===== src/rtl/oapf_pkg.sv =====
// ============================================================================
// oapf_pkg: shared constants for the obstacle-avoid / wall-follow controller
// Register indexes, command codes, follow-side codes and fixed field widths.
// ============================================================================
package oapf_pkg;

    // Default sensor reading width
    localparam int SENSOR_BITS_DEF = 12;

    // Fixed field widths
    localparam int TH_W    = 12;   // thresholds, target, deadband
    localparam int LIMIT_W = 20;   // integral clamp bound
    localparam int GAIN_W  = 16;   // signed Q8.8 gains
    localparam int MATCH_W = 16;   // wheel match limit
    localparam int POS_W   = 32;   // wheel positions
    localparam int SPEED_W = 16;   // speed correction
    localparam int TURN_W  = 2;
    localparam int SIDE_W  = 2;
    localparam int Q_FRAC  = 8;    // fraction bits of the gains

    // Integral register holds +-(2^LIMIT_W - 1)
    localparam int INTEG_W = LIMIT_W + 1;

    // Configuration port
    localparam int CFG_IDX_W  = 3;
    localparam int CFG_DATA_W = LIMIT_W;

    localparam logic [CFG_IDX_W-1:0] REG_FRONT_THRESHOLD      = 3'd0;
    localparam logic [CFG_IDX_W-1:0] REG_SIDE_TARGET          = 3'd1;
    localparam logic [CFG_IDX_W-1:0] REG_ERROR_DEADBAND       = 3'd2;
    localparam logic [CFG_IDX_W-1:0] REG_INTEGRAL_LIMIT       = 3'd3;
    localparam logic [CFG_IDX_W-1:0] REG_GAIN_P               = 3'd4;
    localparam logic [CFG_IDX_W-1:0] REG_GAIN_I               = 3'd5;
    localparam logic [CFG_IDX_W-1:0] REG_GAIN_D               = 3'd6;
    localparam logic [CFG_IDX_W-1:0] REG_POSITION_MATCH_LIMIT = 3'd7;

    // Turn commands
    localparam logic [TURN_W-1:0] NO_OBST    = 2'd0;
    localparam logic [TURN_W-1:0] TURN_LEFT  = 2'd1;
    localparam logic [TURN_W-1:0] TURN_RIGHT = 2'd2;

    // Follow side: which side sensor feeds the PID
    localparam logic [SIDE_W-1:0] SIDE_NONE  = 2'd0;
    localparam logic [SIDE_W-1:0] SIDE_RIGHT = 2'd1;
    localparam logic [SIDE_W-1:0] SIDE_LEFT  = 2'd2;

    // Zero value for a wheel position
    localparam logic signed [POS_W-1:0] WHEEL_POS_ZERO = '0;

    // Register reset values
    localparam logic [TH_W-1:0]             FRONT_THRESHOLD_RST = 12'd100;
    localparam logic [TH_W-1:0]             SIDE_TARGET_RST     = 12'd100;
    localparam logic [TH_W-1:0]             DEADBAND_RST        = 12'd10;
    localparam logic [LIMIT_W-1:0]          INTEGRAL_LIMIT_RST  = 20'd1000;
    localparam logic signed [GAIN_W-1:0]    GAIN_P_RST          = 16'sd256;
    localparam logic signed [GAIN_W-1:0]    GAIN_I_RST          = 16'sd0;
    localparam logic signed [GAIN_W-1:0]    GAIN_D_RST          = 16'sd0;
    localparam logic [MATCH_W-1:0]          MATCH_LIMIT_RST     = 16'd10;

    // Per-item flags carried down the pipeline
    typedef struct packed {
        logic [TURN_W-1:0] turn;
        logic              run;
        logic              neg;
        logic              resume;
        logic              fwd;
    } ctl_t;

endpackage


===== src/rtl/oapf_in_if.sv =====
// ============================================================================
// oapf_in_if: sensor tick channel
// Valid/ready channel carrying one control tick of sensor and wheel data.
// ============================================================================
interface oapf_in_if #(
    parameter int SENSOR_BITS = oapf_pkg::SENSOR_BITS_DEF
);
    logic                              valid;
    logic                              ready;
    logic [SENSOR_BITS-1:0]            front_right_near;
    logic [SENSOR_BITS-1:0]            front_right_far;
    logic [SENSOR_BITS-1:0]            front_left_far;
    logic [SENSOR_BITS-1:0]            front_left_near;
    logic [SENSOR_BITS-1:0]            side_right;
    logic [SENSOR_BITS-1:0]            side_left;
    logic                              rotation_finished;
    logic signed [oapf_pkg::POS_W-1:0] left_wheel_pos;
    logic signed [oapf_pkg::POS_W-1:0] right_wheel_pos;

    modport source (
        output valid, front_right_near, front_right_far, front_left_far,
               front_left_near, side_right, side_left, rotation_finished,
               left_wheel_pos, right_wheel_pos,
        input  ready
    );

    modport sink (
        input  valid, front_right_near, front_right_far, front_left_far,
               front_left_near, side_right, side_left, rotation_finished,
               left_wheel_pos, right_wheel_pos,
        output ready
    );
endinterface


===== src/rtl/oapf_out_if.sv =====
// ============================================================================
// oapf_out_if: control result channel
// Valid/ready channel carrying turn command, PID speed and mode flags.
// ============================================================================
interface oapf_out_if;
    logic                                valid;
    logic                                ready;
    logic [oapf_pkg::TURN_W-1:0]         turn_command;
    logic                                speed_valid;
    logic signed [oapf_pkg::SPEED_W-1:0] wheel_speed_adjust;
    logic                                resume_forward;
    logic                                forward_mode;

    modport source (
        output valid, turn_command, speed_valid, wheel_speed_adjust,
               resume_forward, forward_mode,
        input  ready
    );

    modport sink (
        input  valid, turn_command, speed_valid, wheel_speed_adjust,
               resume_forward, forward_mode,
        output ready
    );
endinterface


===== src/rtl/obstacle_avoid_pid_follow.sv =====
// ============================================================================
// obstacle_avoid_pid_follow: obstacle avoidance with side-wall PID following
// Four-stage pipeline: input register, decision/state, products, result.
// ============================================================================
// Usage:
//   in_ch  : one beat per control tick (front/side readings, rotation done,
//            wheel positions). A beat is taken when valid and ready are high.
//   out_ch : one result beat per input beat, in order: turn command, PID
//            speed correction with its valid flag, resume flag, forward mode.
//   cfg_*  : write-only register port; write only while the block is idle.
// Path: an accepted beat passes the input, decision, product and result
//   registers. Throughput: one beat per cycle while out_ch does not stall. The
//   controller state (mode, follow side, integral, last error) is updated in
//   the single decision stage, so the next beat sees it; the three gain
//   multiplies have their own stage, the sum, scaling and saturation the last.
// Each stage has its own valid bit and takes a new beat whenever it is empty
//   or its content moves on, so bubbles close up under a stall. When out_ch
//   stalls, up to four beats are held before in_ch.ready drops.
// Reset: all stage valid bits clear, forward mode on, no follow side,
//   integral and last error zero, registers at their default values.
// ============================================================================
module obstacle_avoid_pid_follow #(
    parameter int SENSOR_BITS = oapf_pkg::SENSOR_BITS_DEF
) (
    input  logic                                  clk,
    input  logic                                  rst_n,
    oapf_in_if.sink                               in_ch,
    oapf_out_if.source                            out_ch,
    input  logic                                  cfg_we,
    input  logic [oapf_pkg::CFG_IDX_W-1:0]        cfg_index,
    input  logic [oapf_pkg::CFG_DATA_W-1:0]       cfg_data
);

    localparam int TH_W    = oapf_pkg::TH_W;
    localparam int CMP_W   = (SENSOR_BITS > TH_W) ? SENSOR_BITS : TH_W;
    localparam int E_W     = CMP_W + 1;
    localparam int D_W     = E_W + 1;
    localparam int INTEG_W = oapf_pkg::INTEG_W;
    localparam int SUM_W   = INTEG_W + 1;
    localparam int GAIN_W  = oapf_pkg::GAIN_W;
    localparam int PP_W    = GAIN_W + E_W;
    localparam int PI_W    = GAIN_W + INTEG_W;
    localparam int PD_W    = GAIN_W + D_W;
    localparam int ACC_W   = GAIN_W + INTEG_W + 2;
    localparam int SPEED_W = oapf_pkg::SPEED_W;
    localparam int POS_W   = oapf_pkg::POS_W;
    localparam int DIFF_W  = POS_W + 1;
    localparam int Q_FRAC  = oapf_pkg::Q_FRAC;

    localparam logic signed [SPEED_W-1:0] SPD_MAX = {1'b0, {(SPEED_W-1){1'b1}}};
    localparam logic signed [SPEED_W-1:0] SPD_MIN = {1'b1, {(SPEED_W-1){1'b0}}};

    // ------------------------------------------------------------------
    // Configuration registers
    // ------------------------------------------------------------------
    logic [TH_W-1:0]                     front_threshold_reg;
    logic [TH_W-1:0]                     side_target_reg;
    logic [TH_W-1:0]                     error_deadband_reg;
    logic [oapf_pkg::LIMIT_W-1:0]        integral_limit_reg;
    logic signed [GAIN_W-1:0]            gain_p_reg;
    logic signed [GAIN_W-1:0]            gain_i_reg;
    logic signed [GAIN_W-1:0]            gain_d_reg;
    logic [oapf_pkg::MATCH_W-1:0]        match_limit_reg;

    always_ff @(posedge clk or negedge rst_n)
    begin
        if (!rst_n)
        begin
            front_threshold_reg <= oapf_pkg::FRONT_THRESHOLD_RST;
            side_target_reg     <= oapf_pkg::SIDE_TARGET_RST;
            error_deadband_reg  <= oapf_pkg::DEADBAND_RST;
            integral_limit_reg  <= oapf_pkg::INTEGRAL_LIMIT_RST;
            gain_p_reg          <= oapf_pkg::GAIN_P_RST;
            gain_i_reg          <= oapf_pkg::GAIN_I_RST;
            gain_d_reg          <= oapf_pkg::GAIN_D_RST;
            match_limit_reg     <= oapf_pkg::MATCH_LIMIT_RST;
        end
        else if (cfg_we)
        begin
            case (cfg_index)
                oapf_pkg::REG_FRONT_THRESHOLD:
                    front_threshold_reg <= cfg_data[TH_W-1:0];
                oapf_pkg::REG_SIDE_TARGET:
                    side_target_reg <= cfg_data[TH_W-1:0];
                oapf_pkg::REG_ERROR_DEADBAND:
                    error_deadband_reg <= cfg_data[TH_W-1:0];
                oapf_pkg::REG_INTEGRAL_LIMIT:
                    integral_limit_reg <= cfg_data[oapf_pkg::LIMIT_W-1:0];
                oapf_pkg::REG_GAIN_P:
                    gain_p_reg <= $signed(cfg_data[GAIN_W-1:0]);
                oapf_pkg::REG_GAIN_I:
                    gain_i_reg <= $signed(cfg_data[GAIN_W-1:0]);
                oapf_pkg::REG_GAIN_D:
                    gain_d_reg <= $signed(cfg_data[GAIN_W-1:0]);
                oapf_pkg::REG_POSITION_MATCH_LIMIT:
                    match_limit_reg <= cfg_data[oapf_pkg::MATCH_W-1:0];
                default:
                    ;
            endcase
        end
    end

    // ------------------------------------------------------------------
    // Stage handshake: each stage loads when empty or draining
    // ------------------------------------------------------------------
    logic vld_a_reg, vld_b_reg, vld_c_reg, vld_d_reg;
    logic rdy_a, rdy_b, rdy_c, rdy_d;

    assign rdy_d = !vld_d_reg || out_ch.ready;
    assign rdy_c = !vld_c_reg || rdy_d;
    assign rdy_b = !vld_b_reg || rdy_c;
    assign rdy_a = !vld_a_reg || rdy_b;

    assign in_ch.ready = rdy_a;

    always_ff @(posedge clk or negedge rst_n)
    begin
        if (!rst_n)
        begin
            vld_a_reg <= 1'b0;
            vld_b_reg <= 1'b0;
            vld_c_reg <= 1'b0;
            vld_d_reg <= 1'b0;
        end
        else
        begin
            if (rdy_a) vld_a_reg <= in_ch.valid;
            if (rdy_b) vld_b_reg <= vld_a_reg;
            if (rdy_c) vld_c_reg <= vld_b_reg;
            if (rdy_d) vld_d_reg <= vld_c_reg;
        end
    end

    // ------------------------------------------------------------------
    // Stage A: input register
    // ------------------------------------------------------------------
    logic [SENSOR_BITS-1:0]   frn_reg, frf_reg, flf_reg, fln_reg, sr_reg, sl_reg;
    logic                     rot_reg;
    logic signed [POS_W-1:0]  lpos_reg, rpos_reg;

    always_ff @(posedge clk)
    begin
        if (rdy_a && in_ch.valid)
        begin
            frn_reg  <= in_ch.front_right_near;
            frf_reg  <= in_ch.front_right_far;
            flf_reg  <= in_ch.front_left_far;
            fln_reg  <= in_ch.front_left_near;
            sr_reg   <= in_ch.side_right;
            sl_reg   <= in_ch.side_left;
            rot_reg  <= in_ch.rotation_finished;
            lpos_reg <= in_ch.left_wheel_pos;
            rpos_reg <= in_ch.right_wheel_pos;
        end
    end

    // ------------------------------------------------------------------
    // Controller state
    // ------------------------------------------------------------------
    logic                          fwd_reg;
    logic [oapf_pkg::SIDE_W-1:0]   side_reg;
    logic signed [INTEG_W-1:0]     integ_reg;
    logic signed [E_W-1:0]         last_reg;

    // ------------------------------------------------------------------
    // Stage B logic: obstacle decision, error, integral, wheel match
    // ------------------------------------------------------------------
    logic                          near_hit, far_hit, on_right, found;
    logic [CMP_W-1:0]              thr_x;
    logic                          fwd_mid;
    logic [oapf_pkg::SIDE_W-1:0]   side_mid;
    logic [oapf_pkg::TURN_W-1:0]   turn_b;
    logic                          run_b, end_b, close_b;
    logic [SENSOR_BITS-1:0]        side_val;
    logic signed [E_W-1:0]         e_raw, e_b;
    logic [E_W-1:0]                e_mag;
    logic signed [SUM_W-1:0]       sum_raw, lim_s;
    logic signed [INTEG_W-1:0]     sum_b;
    logic signed [D_W-1:0]         delta_b;
    logic signed [DIFF_W-1:0]      pos_diff;
    logic [DIFF_W-1:0]             pos_mag;
    logic                          fwd_next;
    logic [oapf_pkg::SIDE_W-1:0]   side_next;
    logic signed [INTEG_W-1:0]     integ_next;
    logic signed [E_W-1:0]         last_next;

    always_comb
    begin
        // front obstacle: near pair first, then far pair; a tie turns right
        thr_x    = CMP_W'(front_threshold_reg);
        near_hit = (CMP_W'(frn_reg) > thr_x) || (CMP_W'(fln_reg) > thr_x);
        far_hit  = (CMP_W'(frf_reg) > thr_x) || (CMP_W'(flf_reg) > thr_x);
        on_right = near_hit ? (frn_reg > fln_reg) : (frf_reg > flf_reg);
        found    = fwd_reg && (near_hit || far_hit);

        turn_b   = oapf_pkg::NO_OBST;
        fwd_mid  = fwd_reg;
        side_mid = side_reg;
        if (found)
        begin
            fwd_mid  = 1'b0;
            turn_b   = on_right ? oapf_pkg::TURN_LEFT : oapf_pkg::TURN_RIGHT;
            side_mid = on_right ? oapf_pkg::SIDE_RIGHT : oapf_pkg::SIDE_LEFT;
        end

        run_b = (side_mid != oapf_pkg::SIDE_NONE) && rot_reg;

        // error with deadband
        side_val = (side_mid == oapf_pkg::SIDE_LEFT) ? sl_reg : sr_reg;
        e_raw    = $signed({1'b0, CMP_W'(side_target_reg)})
                 - $signed({1'b0, CMP_W'(side_val)});
        e_mag    = e_raw[E_W-1] ? E_W'(-e_raw) : E_W'(e_raw);
        e_b      = (e_mag < E_W'(error_deadband_reg)) ? '0 : e_raw;

        // integral with symmetric clamp
        lim_s   = $signed({2'b00, integral_limit_reg});
        sum_raw = SUM_W'(integ_reg) + SUM_W'(e_b);
        if (sum_raw > lim_s)
            sum_b = INTEG_W'(lim_s);
        else if (sum_raw < -lim_s)
            sum_b = INTEG_W'(-lim_s);
        else
            sum_b = INTEG_W'(sum_raw);

        delta_b = D_W'(e_b) - D_W'(last_reg);

        // wheel positions agree
        pos_diff = DIFF_W'(lpos_reg) - DIFF_W'(rpos_reg);
        pos_mag  = pos_diff[DIFF_W-1] ? DIFF_W'(-pos_diff) : DIFF_W'(pos_diff);
        close_b  = pos_mag < DIFF_W'(match_limit_reg);
        end_b    = run_b && close_b;

        // next state
        fwd_next   = end_b ? 1'b1 : fwd_mid;
        side_next  = end_b ? oapf_pkg::SIDE_NONE : side_mid;
        integ_next = integ_reg;
        last_next  = last_reg;
        if (run_b)
        begin
            integ_next = end_b ? '0 : sum_b;
            last_next  = e_b;
        end
    end

    always_ff @(posedge clk or negedge rst_n)
    begin
        if (!rst_n)
        begin
            fwd_reg   <= 1'b1;
            side_reg  <= oapf_pkg::SIDE_NONE;
            integ_reg <= '0;
            last_reg  <= '0;
        end
        else if (rdy_b && vld_a_reg)
        begin
            fwd_reg   <= fwd_next;
            side_reg  <= side_next;
            integ_reg <= integ_next;
            last_reg  <= last_next;
        end
    end

    // Stage B register
    oapf_pkg::ctl_t            ctl_b_reg;
    logic signed [E_W-1:0]     e_b_reg;
    logic signed [INTEG_W-1:0] sum_b_reg;
    logic signed [D_W-1:0]     delta_b_reg;

    always_ff @(posedge clk)
    begin
        if (rdy_b && vld_a_reg)
        begin
            ctl_b_reg.turn   <= turn_b;
            ctl_b_reg.run    <= run_b;
            ctl_b_reg.neg    <= (side_mid == oapf_pkg::SIDE_LEFT);
            ctl_b_reg.resume <= end_b;
            ctl_b_reg.fwd    <= fwd_next;
            e_b_reg          <= e_b;
            sum_b_reg        <= sum_b;
            delta_b_reg      <= delta_b;
        end
    end

    // ------------------------------------------------------------------
    // Stage C: gain products
    // ------------------------------------------------------------------
    oapf_pkg::ctl_t          ctl_c_reg;
    logic signed [PP_W-1:0]  pp_reg;
    logic signed [PI_W-1:0]  pi_reg;
    logic signed [PD_W-1:0]  pd_reg;

    always_ff @(posedge clk)
    begin
        if (rdy_c && vld_b_reg)
        begin
            ctl_c_reg <= ctl_b_reg;
            pp_reg    <= PP_W'(gain_p_reg) * PP_W'(e_b_reg);
            pi_reg    <= PI_W'(gain_i_reg) * PI_W'(sum_b_reg);
            pd_reg    <= PD_W'(gain_d_reg) * PD_W'(delta_b_reg);
        end
    end

    // ------------------------------------------------------------------
    // Stage D logic: sum, scale toward zero, saturate, side sign
    // ------------------------------------------------------------------
    logic signed [ACC_W-1:0]   acc, acc_bias, acc_q;
    logic                      fits;
    logic signed [SPEED_W-1:0] spd_sat, spd_d;

    always_comb
    begin
        acc      = ACC_W'(pp_reg) + ACC_W'(pi_reg) + ACC_W'(pd_reg);
        acc_bias = acc + $signed({{(ACC_W-Q_FRAC){1'b0}}, {Q_FRAC{acc[ACC_W-1]}}});
        acc_q    = acc_bias >>> Q_FRAC;
        fits     = (acc_q[ACC_W-1:SPEED_W-1] == '0)
                || (acc_q[ACC_W-1:SPEED_W-1] == '1);
        if (fits)
            spd_sat = acc_q[SPEED_W-1:0];
        else
            spd_sat = acc_q[ACC_W-1] ? SPD_MIN : SPD_MAX;

        if (!ctl_c_reg.run)
            spd_d = '0;
        else if (ctl_c_reg.neg)
            spd_d = (spd_sat == SPD_MIN) ? SPD_MAX : -spd_sat;
        else
            spd_d = spd_sat;
    end

    // Output register
    oapf_pkg::ctl_t            ctl_d_reg;
    logic signed [SPEED_W-1:0] spd_d_reg;

    always_ff @(posedge clk)
    begin
        if (rdy_d && vld_c_reg)
        begin
            ctl_d_reg <= ctl_c_reg;
            spd_d_reg <= spd_d;
        end
    end

    assign out_ch.valid              = vld_d_reg;
    assign out_ch.turn_command       = ctl_d_reg.turn;
    assign out_ch.speed_valid        = ctl_d_reg.run;
    assign out_ch.wheel_speed_adjust = spd_d_reg;
    assign out_ch.resume_forward     = ctl_d_reg.resume;
    assign out_ch.forward_mode       = ctl_d_reg.fwd;

    // ------------------------------------------------------------------
    // Assertions
    // ------------------------------------------------------------------
    // forward mode and an active follow side never coexist
    assert property (@(posedge clk) disable iff (!rst_n)
        fwd_reg == (side_reg == oapf_pkg::SIDE_NONE))
    else $error("forward mode and follow side disagree");

    // no PID output means a zero correction
    assert property (@(posedge clk) disable iff (!rst_n)
        (out_ch.valid && !out_ch.speed_valid) |-> (out_ch.wheel_speed_adjust == '0))
    else $error("speed correction without PID run");

    // resuming requires a PID run and returns to forward mode
    assert property (@(posedge clk) disable iff (!rst_n)
        (out_ch.valid && out_ch.resume_forward)
            |-> (out_ch.speed_valid && out_ch.forward_mode))
    else $error("resume without PID run or forward mode");

    // a turn leaves forward mode unless following ended in the same tick
    assert property (@(posedge clk) disable iff (!rst_n)
        (out_ch.valid && (out_ch.turn_command != oapf_pkg::NO_OBST)
            && !out_ch.resume_forward) |-> !out_ch.forward_mode)
    else $error("turn issued while staying in forward mode");

    // a state update happens only when a beat moves into the decision stage
    assert property (@(posedge clk) disable iff (!rst_n)
        !(rdy_b && vld_a_reg) |=> $stable(fwd_reg) && $stable(side_reg))
    else $error("controller state changed without a beat");

endmodule


===== src/flat_wrapper.sv =====
// flat-port wrapper written by rule: the top's interface ports become plain ports
module obstacle_avoid_pid_follow_flat 
#(
    parameter int SENSOR_BITS = oapf_pkg::SENSOR_BITS_DEF
)
  (clk, rst_n, cfg_we, cfg_index, cfg_data, in_ch_valid, in_ch_front_right_near, in_ch_front_right_far, in_ch_front_left_far, in_ch_front_left_near, in_ch_side_right, in_ch_side_left, in_ch_rotation_finished, in_ch_left_wheel_pos, in_ch_right_wheel_pos, in_ch_ready, out_ch_valid, out_ch_turn_command, out_ch_speed_valid, out_ch_wheel_speed_adjust, out_ch_resume_forward, out_ch_forward_mode, out_ch_ready);
  oapf_in_if #(.SENSOR_BITS(SENSOR_BITS)) in_ch_i ();
  oapf_out_if out_ch_i ();
  input  logic clk;
  input  logic rst_n;
  input  logic cfg_we;
  input  logic [oapf_pkg::CFG_IDX_W-1:0] cfg_index;
  input  logic [oapf_pkg::CFG_DATA_W-1:0] cfg_data;
  input wire logic [$bits(in_ch_i.valid)-1:0] in_ch_valid;
  input wire logic [$bits(in_ch_i.front_right_near)-1:0] in_ch_front_right_near;
  input wire logic [$bits(in_ch_i.front_right_far)-1:0] in_ch_front_right_far;
  input wire logic [$bits(in_ch_i.front_left_far)-1:0] in_ch_front_left_far;
  input wire logic [$bits(in_ch_i.front_left_near)-1:0] in_ch_front_left_near;
  input wire logic [$bits(in_ch_i.side_right)-1:0] in_ch_side_right;
  input wire logic [$bits(in_ch_i.side_left)-1:0] in_ch_side_left;
  input wire logic [$bits(in_ch_i.rotation_finished)-1:0] in_ch_rotation_finished;
  input wire logic [$bits(in_ch_i.left_wheel_pos)-1:0] in_ch_left_wheel_pos;
  input wire logic [$bits(in_ch_i.right_wheel_pos)-1:0] in_ch_right_wheel_pos;
  output wire logic [$bits(in_ch_i.ready)-1:0] in_ch_ready;
  output wire logic [$bits(out_ch_i.valid)-1:0] out_ch_valid;
  output wire logic [$bits(out_ch_i.turn_command)-1:0] out_ch_turn_command;
  output wire logic [$bits(out_ch_i.speed_valid)-1:0] out_ch_speed_valid;
  output wire logic [$bits(out_ch_i.wheel_speed_adjust)-1:0] out_ch_wheel_speed_adjust;
  output wire logic [$bits(out_ch_i.resume_forward)-1:0] out_ch_resume_forward;
  output wire logic [$bits(out_ch_i.forward_mode)-1:0] out_ch_forward_mode;
  input wire logic [$bits(out_ch_i.ready)-1:0] out_ch_ready;
  assign in_ch_i.valid = in_ch_valid;
  assign in_ch_i.front_right_near = in_ch_front_right_near;
  assign in_ch_i.front_right_far = in_ch_front_right_far;
  assign in_ch_i.front_left_far = in_ch_front_left_far;
  assign in_ch_i.front_left_near = in_ch_front_left_near;
  assign in_ch_i.side_right = in_ch_side_right;
  assign in_ch_i.side_left = in_ch_side_left;
  assign in_ch_i.rotation_finished = in_ch_rotation_finished;
  assign in_ch_i.left_wheel_pos = in_ch_left_wheel_pos;
  assign in_ch_i.right_wheel_pos = in_ch_right_wheel_pos;
  assign in_ch_ready = in_ch_i.ready;
  assign out_ch_valid = out_ch_i.valid;
  assign out_ch_turn_command = out_ch_i.turn_command;
  assign out_ch_speed_valid = out_ch_i.speed_valid;
  assign out_ch_wheel_speed_adjust = out_ch_i.wheel_speed_adjust;
  assign out_ch_resume_forward = out_ch_i.resume_forward;
  assign out_ch_forward_mode = out_ch_i.forward_mode;
  assign out_ch_i.ready = out_ch_ready;
  obstacle_avoid_pid_follow #(.SENSOR_BITS(SENSOR_BITS)) u_core (.clk(clk), .rst_n(rst_n), .in_ch(in_ch_i), .out_ch(out_ch_i), .cfg_we(cfg_we), .cfg_index(cfg_index), .cfg_data(cfg_data));
endmodule

===== config.mk =====
export PLATFORM = sky130hd
export DESIGN_NAME = obstacle_avoid_pid_follow_flat
export DESIGN_NICKNAME = d
export VERILOG_FILES = /design/src/rtl/oapf_pkg.sv /design/src/rtl/oapf_in_if.sv /design/src/rtl/oapf_out_if.sv /design/src/rtl/obstacle_avoid_pid_follow.sv /design/src/flat_wrapper.sv
export SDC_FILE = /design/constraint.sdc
export NUM_CORES = 2
export LEC_CHECK = 0
export CAP_MARGIN = 20
export CORE_MARGIN = 2
export CORE_UTILIZATION = 35
export CTS_BUF_LIST = sky130_fd_sc_hd__clkbuf_16
export DETAILED_ROUTE_END_ITERATION = 6
export DONT_BUFFER_PORTS = 1
export HOLD_SLACK_MARGIN = 0.03
export PLACE_DENSITY = 0.58
export SETUP_SLACK_MARGIN = 0.1
export SYNTH_ARGS = -nofsm -noshare
export SYNTH_HDL_FRONTEND = slang
export SYNTH_SLANG_ARGS = --single-unit
export TNS_END_PERCENT = 50

===== constraint.sdc =====
create_clock -name clk -period 14.1 [get_ports clk]
set_clock_uncertainty 0.05 [all_clocks]
set_input_delay 3.525 -clock clk [delete_from_list [all_inputs] [get_ports clk]]
set_output_delay 3.525 -clock clk [all_outputs]
set_load 0.01 [all_outputs]

After elaboration in Yosys (flattened, before gate mapping). Cells that the tools add are included.

$add $sub $neg: 11. Muxes and demuxes: 17. Eq/ne operators: 10. Reduce and logical (&&, ||, !) cells: 31. $mul: 3. Order comparisons: 10.

Operators by type and width (number): $gt 12x12->1 (6); $mux 16 (4); $mux 21 (3); $add 38x30->39 (1); $add 39x9->39 (1); $add 29x37->38 (1); $mul 16x21->37 (1); $lt 33x16->1 (1); $mux 33 (1); $neg 33->33 (1); $sub 32x32->33 (1); $mul 16x14->30 (1); $mul 16x13->29 (1); $mux 13 (2); $eq 24x24->1 const B (1); $logic_not 24->1 (1); $add 21x13->22 (1); $gt 22x21->1 (1); $lt 22x22->1 (1); $neg 20->22 (1); $reduce_and 2->1 (9); $eq 16x16->1 const B (1); $neg 16->16 (1); $sub 13x13->14 (1); other kinds (15) (39).

Input bits: 165. Logic and storage cells: 128. Flip-flop bits (word level): 475. Output and inout port bits: 23.

Longest topological paths before layout.
Depth in word-level cells: 17. Gate-level depth with buffers: 60.

Worst setup path before layout. No wires, ideal clock.

Kind: reg-to-reg. Start point: reg u_core.front_threshold_reg[5]. End point: reg u_core.sum_b_reg[18] (data pin). Path slack: 2.465 ns. Clock period less this slack: 11.635 ns. Data required time: 13.791 ns. Cell stages (with the launch flop): 56. Arrival: 11.326 ns. Setup time: 0.259 ns. Cell sequence: dfstp_2 > inv_1 > ha_1 > a21o_1 > a21o_1 > a21oi_1 > o21ai_0 > a221oi_1 > o21a_1 > o221a_2 > nor2b_1 > inv_1 > nand2_1 > o21ai_1 > clkbuf_1 > mux2i_1 > ha_1 > and2b_1 > [... 20 more ...] > a21oi_1 > o31ai_4 > a21o_1 > a21oi_1 > xnor2_1 > ha_1 > o2111ai_1 > a21oi_1 > a21oi_1 > o21ai_0 > a2111oi_0 > mux2i_1 > a31oi_1 > clkbuf_1 > buf_4 > nand3_1 > a21oi_1 > nor2_1.

Word-level cells in the longest chain between the ends: 16. Elaborated cells between the ends (all ways): 23. Those cells by class: add/sub (3); order compare (7); eq/ne (1); mux (8); reduce/logical (4).

Ends and longest elaborated chain: start, declared (RTL line obstacle_avoid_pid_follow.sv:56) `logic [TH_W-1:0] front_threshold_reg;`; start signal, assigned (RTL line obstacle_avoid_pid_follow.sv:69) `front_threshold_reg <= oapf_pkg::FRONT_THRESHOLD_RST;`; start signal, assigned (RTL line obstacle_avoid_pid_follow.sv:82) `front_threshold_reg <= cfg_data[TH_W-1:0];`; $gt 12x12->1 (on tied branches) (RTL line obstacle_avoid_pid_follow.sv:191, obstacle_avoid_pid_follow.sv:192); $logic_or 1x1->1 (on tied branches) (RTL line obstacle_avoid_pid_follow.sv:191, obstacle_avoid_pid_follow.sv:192); $mux 1 / $logic_or 1x1->1 (equally long branches) (RTL line obstacle_avoid_pid_follow.sv:193, obstacle_avoid_pid_follow.sv:194); $mux 2 / $logic_and 1x1->1 (equally long branches) (RTL line obstacle_avoid_pid_follow.sv:203, obstacle_avoid_pid_follow.sv:194); $mux 2 (*) (RTL line obstacle_avoid_pid_follow.sv:199) `if (found)`; $eq 2x2->1 (*) (RTL line obstacle_avoid_pid_follow.sv:209) `side_val = (side_mid == oapf_pkg::SIDE_LEFT) ? sl_reg : sr_reg;`; $mux 12 (*) (RTL line obstacle_avoid_pid_follow.sv:209); $sub 12x12->13 (*) (RTL line obstacle_avoid_pid_follow.sv:211) `- $signed({1'b0, CMP_W'(side_val)});`; [... 2 more ...]; $lt 13x12->1 (RTL line obstacle_avoid_pid_follow.sv:213) `e_b = (e_mag < E_W'(error_deadband_reg)) ? '0 : e_raw;`; $mux 13 (*) (RTL line obstacle_avoid_pid_follow.sv:213); named net u_core.e_b[6] (RTL line obstacle_avoid_pid_follow.sv:175) `logic signed [E_W-1:0] e_raw, e_b;`; $add 21x13->22 (*) (RTL line obstacle_avoid_pid_follow.sv:217) `sum_raw = SUM_W'(integ_reg) + SUM_W'(e_b);`; $lt 22x22->1 (RTL line obstacle_avoid_pid_follow.sv:220) `else if (sum_raw < -lim_s)`; $mux 21 (RTL line obstacle_avoid_pid_follow.sv:220); $mux 21 (*) (RTL line obstacle_avoid_pid_follow.sv:218) `if (sum_raw > lim_s)`; named net u_core.sum_b[18] (RTL line obstacle_avoid_pid_follow.sv:178) `logic signed [INTEG_W-1:0] sum_b;`; end signal, assigned (RTL line obstacle_avoid_pid_follow.sv:279) `sum_b_reg <= sum_b;`; end, declared (RTL line obstacle_avoid_pid_follow.sv:266) `logic signed [INTEG_W-1:0] sum_b_reg;`.

Mark *: on every way through the listed nets, which the timed path passes. The rest lies on a longest branch. A chain may end at the register's enable or synchronous reset.

Worst setup path after layout.
Start point: reg u_core.front_threshold_reg[5]. End point: reg u_core.integ_reg[5].

Word-level cells in the longest chain between the ends: 17. Elaborated cells between the ends (all ways): 28. Those cells by class: add/sub (3); order compare (7); eq/ne (1); mux (9); reduce/logical (8).

Ends and longest elaborated chain: $gt 12x12->1 (on tied branches) (RTL line obstacle_avoid_pid_follow.sv:191, obstacle_avoid_pid_follow.sv:192); $logic_or 1x1->1 (on tied branches) (RTL line obstacle_avoid_pid_follow.sv:191, obstacle_avoid_pid_follow.sv:192); $mux 1 / $logic_or 1x1->1 (equally long branches) (RTL line obstacle_avoid_pid_follow.sv:193, obstacle_avoid_pid_follow.sv:194); $mux 2 / $logic_and 1x1->1 (equally long branches) (RTL line obstacle_avoid_pid_follow.sv:203, obstacle_avoid_pid_follow.sv:194); $mux 2 (*) (RTL line obstacle_avoid_pid_follow.sv:199); $eq 2x2->1 (*) (RTL line obstacle_avoid_pid_follow.sv:209); $mux 12 (*) (RTL line obstacle_avoid_pid_follow.sv:209); $sub 12x12->13 (*) (RTL line obstacle_avoid_pid_follow.sv:211); [... 2 more ...]; $lt 13x12->1 (RTL line obstacle_avoid_pid_follow.sv:213); $mux 13 (*) (RTL line obstacle_avoid_pid_follow.sv:213); named net u_core.e_b[6] (RTL line obstacle_avoid_pid_follow.sv:175); $add 21x13->22 (*) (RTL line obstacle_avoid_pid_follow.sv:217); $lt 22x22->1 (RTL line obstacle_avoid_pid_follow.sv:220); $mux 21 (RTL line obstacle_avoid_pid_follow.sv:220); $mux 21 (*) (RTL line obstacle_avoid_pid_follow.sv:218); $mux 21 (*) (RTL line obstacle_avoid_pid_follow.sv:240) `integ_next = end_b ? '0 : sum_b;`; end signal, assigned (RTL line obstacle_avoid_pid_follow.sv:258) `integ_reg <= integ_next;`; end, declared (RTL line obstacle_avoid_pid_follow.sv:162) `logic signed [INTEG_W-1:0] integ_reg;`.

Marks and branches as above.

==> run_results.csv <==
group,metric,value,unit
status,status,"complete, no violations",
finish,area_delta_synth_final,6.95,%
die,fp.dieArea,168000,sq um
global_routing,grt_pass1_wl,239,mm
synthesis,netlist_area,57800,sq um
place,place.gp.congestion,0.881,
synthesis,synth.distinct_cells,117,
die,core,164000,sq um
die,initial_utilization,35.1,%
hold_path,min_path_cells,0,
finish,multi_input_area,39900,sq um
synthesis,synth_cells,5803,
worst_setup_path,timing.rr.end,"u_core.integ_reg[5]",
place,port_buffers,0,
synthesis,synth.largest_area_cell,"fa_1",
clock_tree,cts_setup_buffers,0,
finish,seqCellArea,13500,sq um
worst_setup_path,worstSetupPathType,"flop to flop",
worst_setup_path,r2r_setup_slack,1.30,ns
hold_path,min_to,"u_core.out_ch.forward_mode",
worst_setup_path,critical_path.max_stage_delay,0.54,ns
worst_setup_path,cp_slowest_cell,"o21a_1",
clock_tree,cts_buffer_depth,3,
synthesis,syn_nets,7252,
route,dr.pass1.iters,6,
global_routing,grt_util_all_layers,18.0,%
worst_setup_path,critical-path-top-delay-family,"compound AO/OA/AOI/OAI gates",
clock_tree,path_clk_slew,0.06,ns
route,drc,0,
synthesis,synth_commonest_cells,"960 x inv_1, 786 x fa_1, 629 x nand2_1",
sta,slew_headroom,29.2,%
clock_tree,cts_resized,0,
worst_setup_path,cp.arrival,13.31,ns
sta,tns,0,ns
synthesis,yosys_register_bits,475,
synthesis,synth_async_sr_flop_share,33.9,%
hold_path,hold_start,"u_core.ctl_c_reg[0]",
worst_setup_path,critPathBufInv,5,
clock_tree,htreeDepth,2,
synthesis,avgSynthCellArea,9.96,sq um
finish,fillers,16369,
die,io_pins,188,
clock_tree,ctsHoldBuffers,0,
clock_tree,ctsRootBufferMaster,"clkbuf_16",
run,max_cap_violations,0,
synthesis,synth.most_common_cell,"inv_1",
route,drtAntennaViolNets,0,
synthesis,yosys_warnings,0,
finish,largest_reg_flops,37,
sta,tightest_slew,1.06,ns
worst_setup_path,worst_setup_path_start_kind,"flop",
clock_tree,clkSinkCount,475,
place,hpwl,118,mm
finish,nets,7152,
hold_path,hp-class,"flop to flop",
route,drt_iter0_drc,2147,
die,row_count,149,
sta,setup_viol,0,
clock_tree,cts_tree,"done",
route,post_drt_wl_per_cell,18.7,um
global_routing,grt_pass1_vias,42419,
sta,timing.final.crit_share,90.8,%
finish,layout-drive-gt1-share,6.09,%
global_routing,grt_overflow,0,
sta,rsz0062_at_grt,"false",
worst_setup_path,critPathMaxFanout,13,
die,dieWidth,410,um
synthesis,ys_seq_area_share,23.3,%
sta,hold_viol,0,
route,viasPerCell,5.03,
worst_setup_path,r2r_cells,55,
worst_setup_path,worst_setup_path_end_kind,"flop",
synthesis,synth_edf_count,314,
synthesis,netlist_top_cells_area,"fa_1 27%, edfxtp_1 16%, ha_1 11%",
worst_setup_path,timing.rr.start,"u_core.front_threshold_reg[5]",
route,via_count,39964,
sta,maxSlewViolCount,0,
global_routing,grt_max_degree,162,
synthesis,ys.flop_type,"edfxtp_1",
sta,layout_min_cycle_time,12.80,ns
global_routing,antenna_found_initial,18,
clock_tree,cts_buffers,54,
route,finalWirelength,148,mm
worst_setup_path,cp_data_required_time,14.61,ns
die,die_y,410,um
sta,fmax,78.1,MHz
clock_tree,insertion_delay,0.71,ns
synthesis,synth.top_cell.area_share,27.2,%
area by class of cell:
type,count,share of cell area (%)
Sequential cell,475,21.8
Antenna cell,3,0.0121
Clock inverter,47,0.680
Tap cell,2189,4.43
Timing Repair Buffer,34,0.419
Multi-Input combinational cell,4177,64.6
Inverter,961,5.84
Clock buffer,54,2.19
layout by cell type (no fill, tap or decap), drive strengths merged, types with 25 or more instances in the layout:
| master | instances |
|---|---|
| inv | 973 |
| fa | 786 |
| nand2 | 629 |
| ha | 498 |
| edfxtp | 314 |
| and2 | 306 |
| a21oi | 222 |
| nor2 | 189 |
| xnor2 | 182 |
| o21ai | 176 |
| dfrtp | 143 |
| mux2 | 117 |
| nand2b | 89 |
| nor3 | 86 |
| a21o | 83 |
| nand3 | 68 |
| xor2 | 63 |
| o21a | 57 |
| clkbuf | 54 |
| nor2b | 48 |
| nand4 | 39 |
| a31oi | 38 |
| mux2i | 37 |
| o211ai | 35 |
| buf | 34 |
| o21bai | 33 |
| and3 | 33 |
| or2 | 29 |
| or3 | 29 |
| clkinv | 25 |
cells by family after synthesis:
| logic type | after synthesis | share of synthesized area (%) |
|---|---|---|
| compound gates | 854 | 10.0 |
| xor+xnor | 245 | 3.73 |
| fa+ha+maj | 1285 | 38.0 |
| buf+inv | 1151 | 7.63 |
| flops | 475 | 23.3 |
| mux | 154 | 2.92 |
| simple gates | 1639 | 14.3 |
stage by stage:
stage | worst slack [ns] | hold WS [ns] | cell area [sq um] | util, % | std cells
2_1_floorplan | 2.47 | 0.350 | 57800 | - | 5803
3_3_place_gp | 1.45 | 0.358 | 60000 | 36.5 | 7835
3_5_place_dp | 1.41 | 0.355 | 60000 | 36.5 | 7835
4_1_cts | 1.33 | 0.370 | 61800 | 37.6 | 7936
5_1_grt | 0.305 | 0.380 | 61800 | 37.6 | 7937
6_report | 1.30 | 0.369 | 61800 | 37.6 | 7940
worst max-delay path by stage:
stage                           endpoint                          start  depth (start not counted)  slack (ns)
detailed placement  u_core.sum_b_reg[15]  u_core.front_threshold_reg[5]                         55        1.41
finish               u_core.integ_reg[5]  u_core.front_threshold_reg[5]                         55        1.30
global placement    u_core.sum_b_reg[15]  u_core.front_threshold_reg[1]                         56        1.45
global route        u_core.sum_b_reg[15]  u_core.front_threshold_reg[5]                         55        0.30
CTS                  u_core.integ_reg[5]  u_core.front_threshold_reg[5]                         55        1.33
floorplan           u_core.sum_b_reg[18]  u_core.front_threshold_reg[5]                         55        2.47
metal layers:
layer | vias up | track usage [%] | part of all wire (%)
li1 | 18876 | - | -
met1 | 20096 | 23.0 | 44
met2 | 787 | 31.6 | 49
met3 | 193 | 2.35 | 4.1
met4 | 12 | 5.06 | 2.9
met5 | - | 0 | 0.053
Power is not shown: default switching activity piles up to over one toggle a cycle in this logic, so the estimate is an artifact.
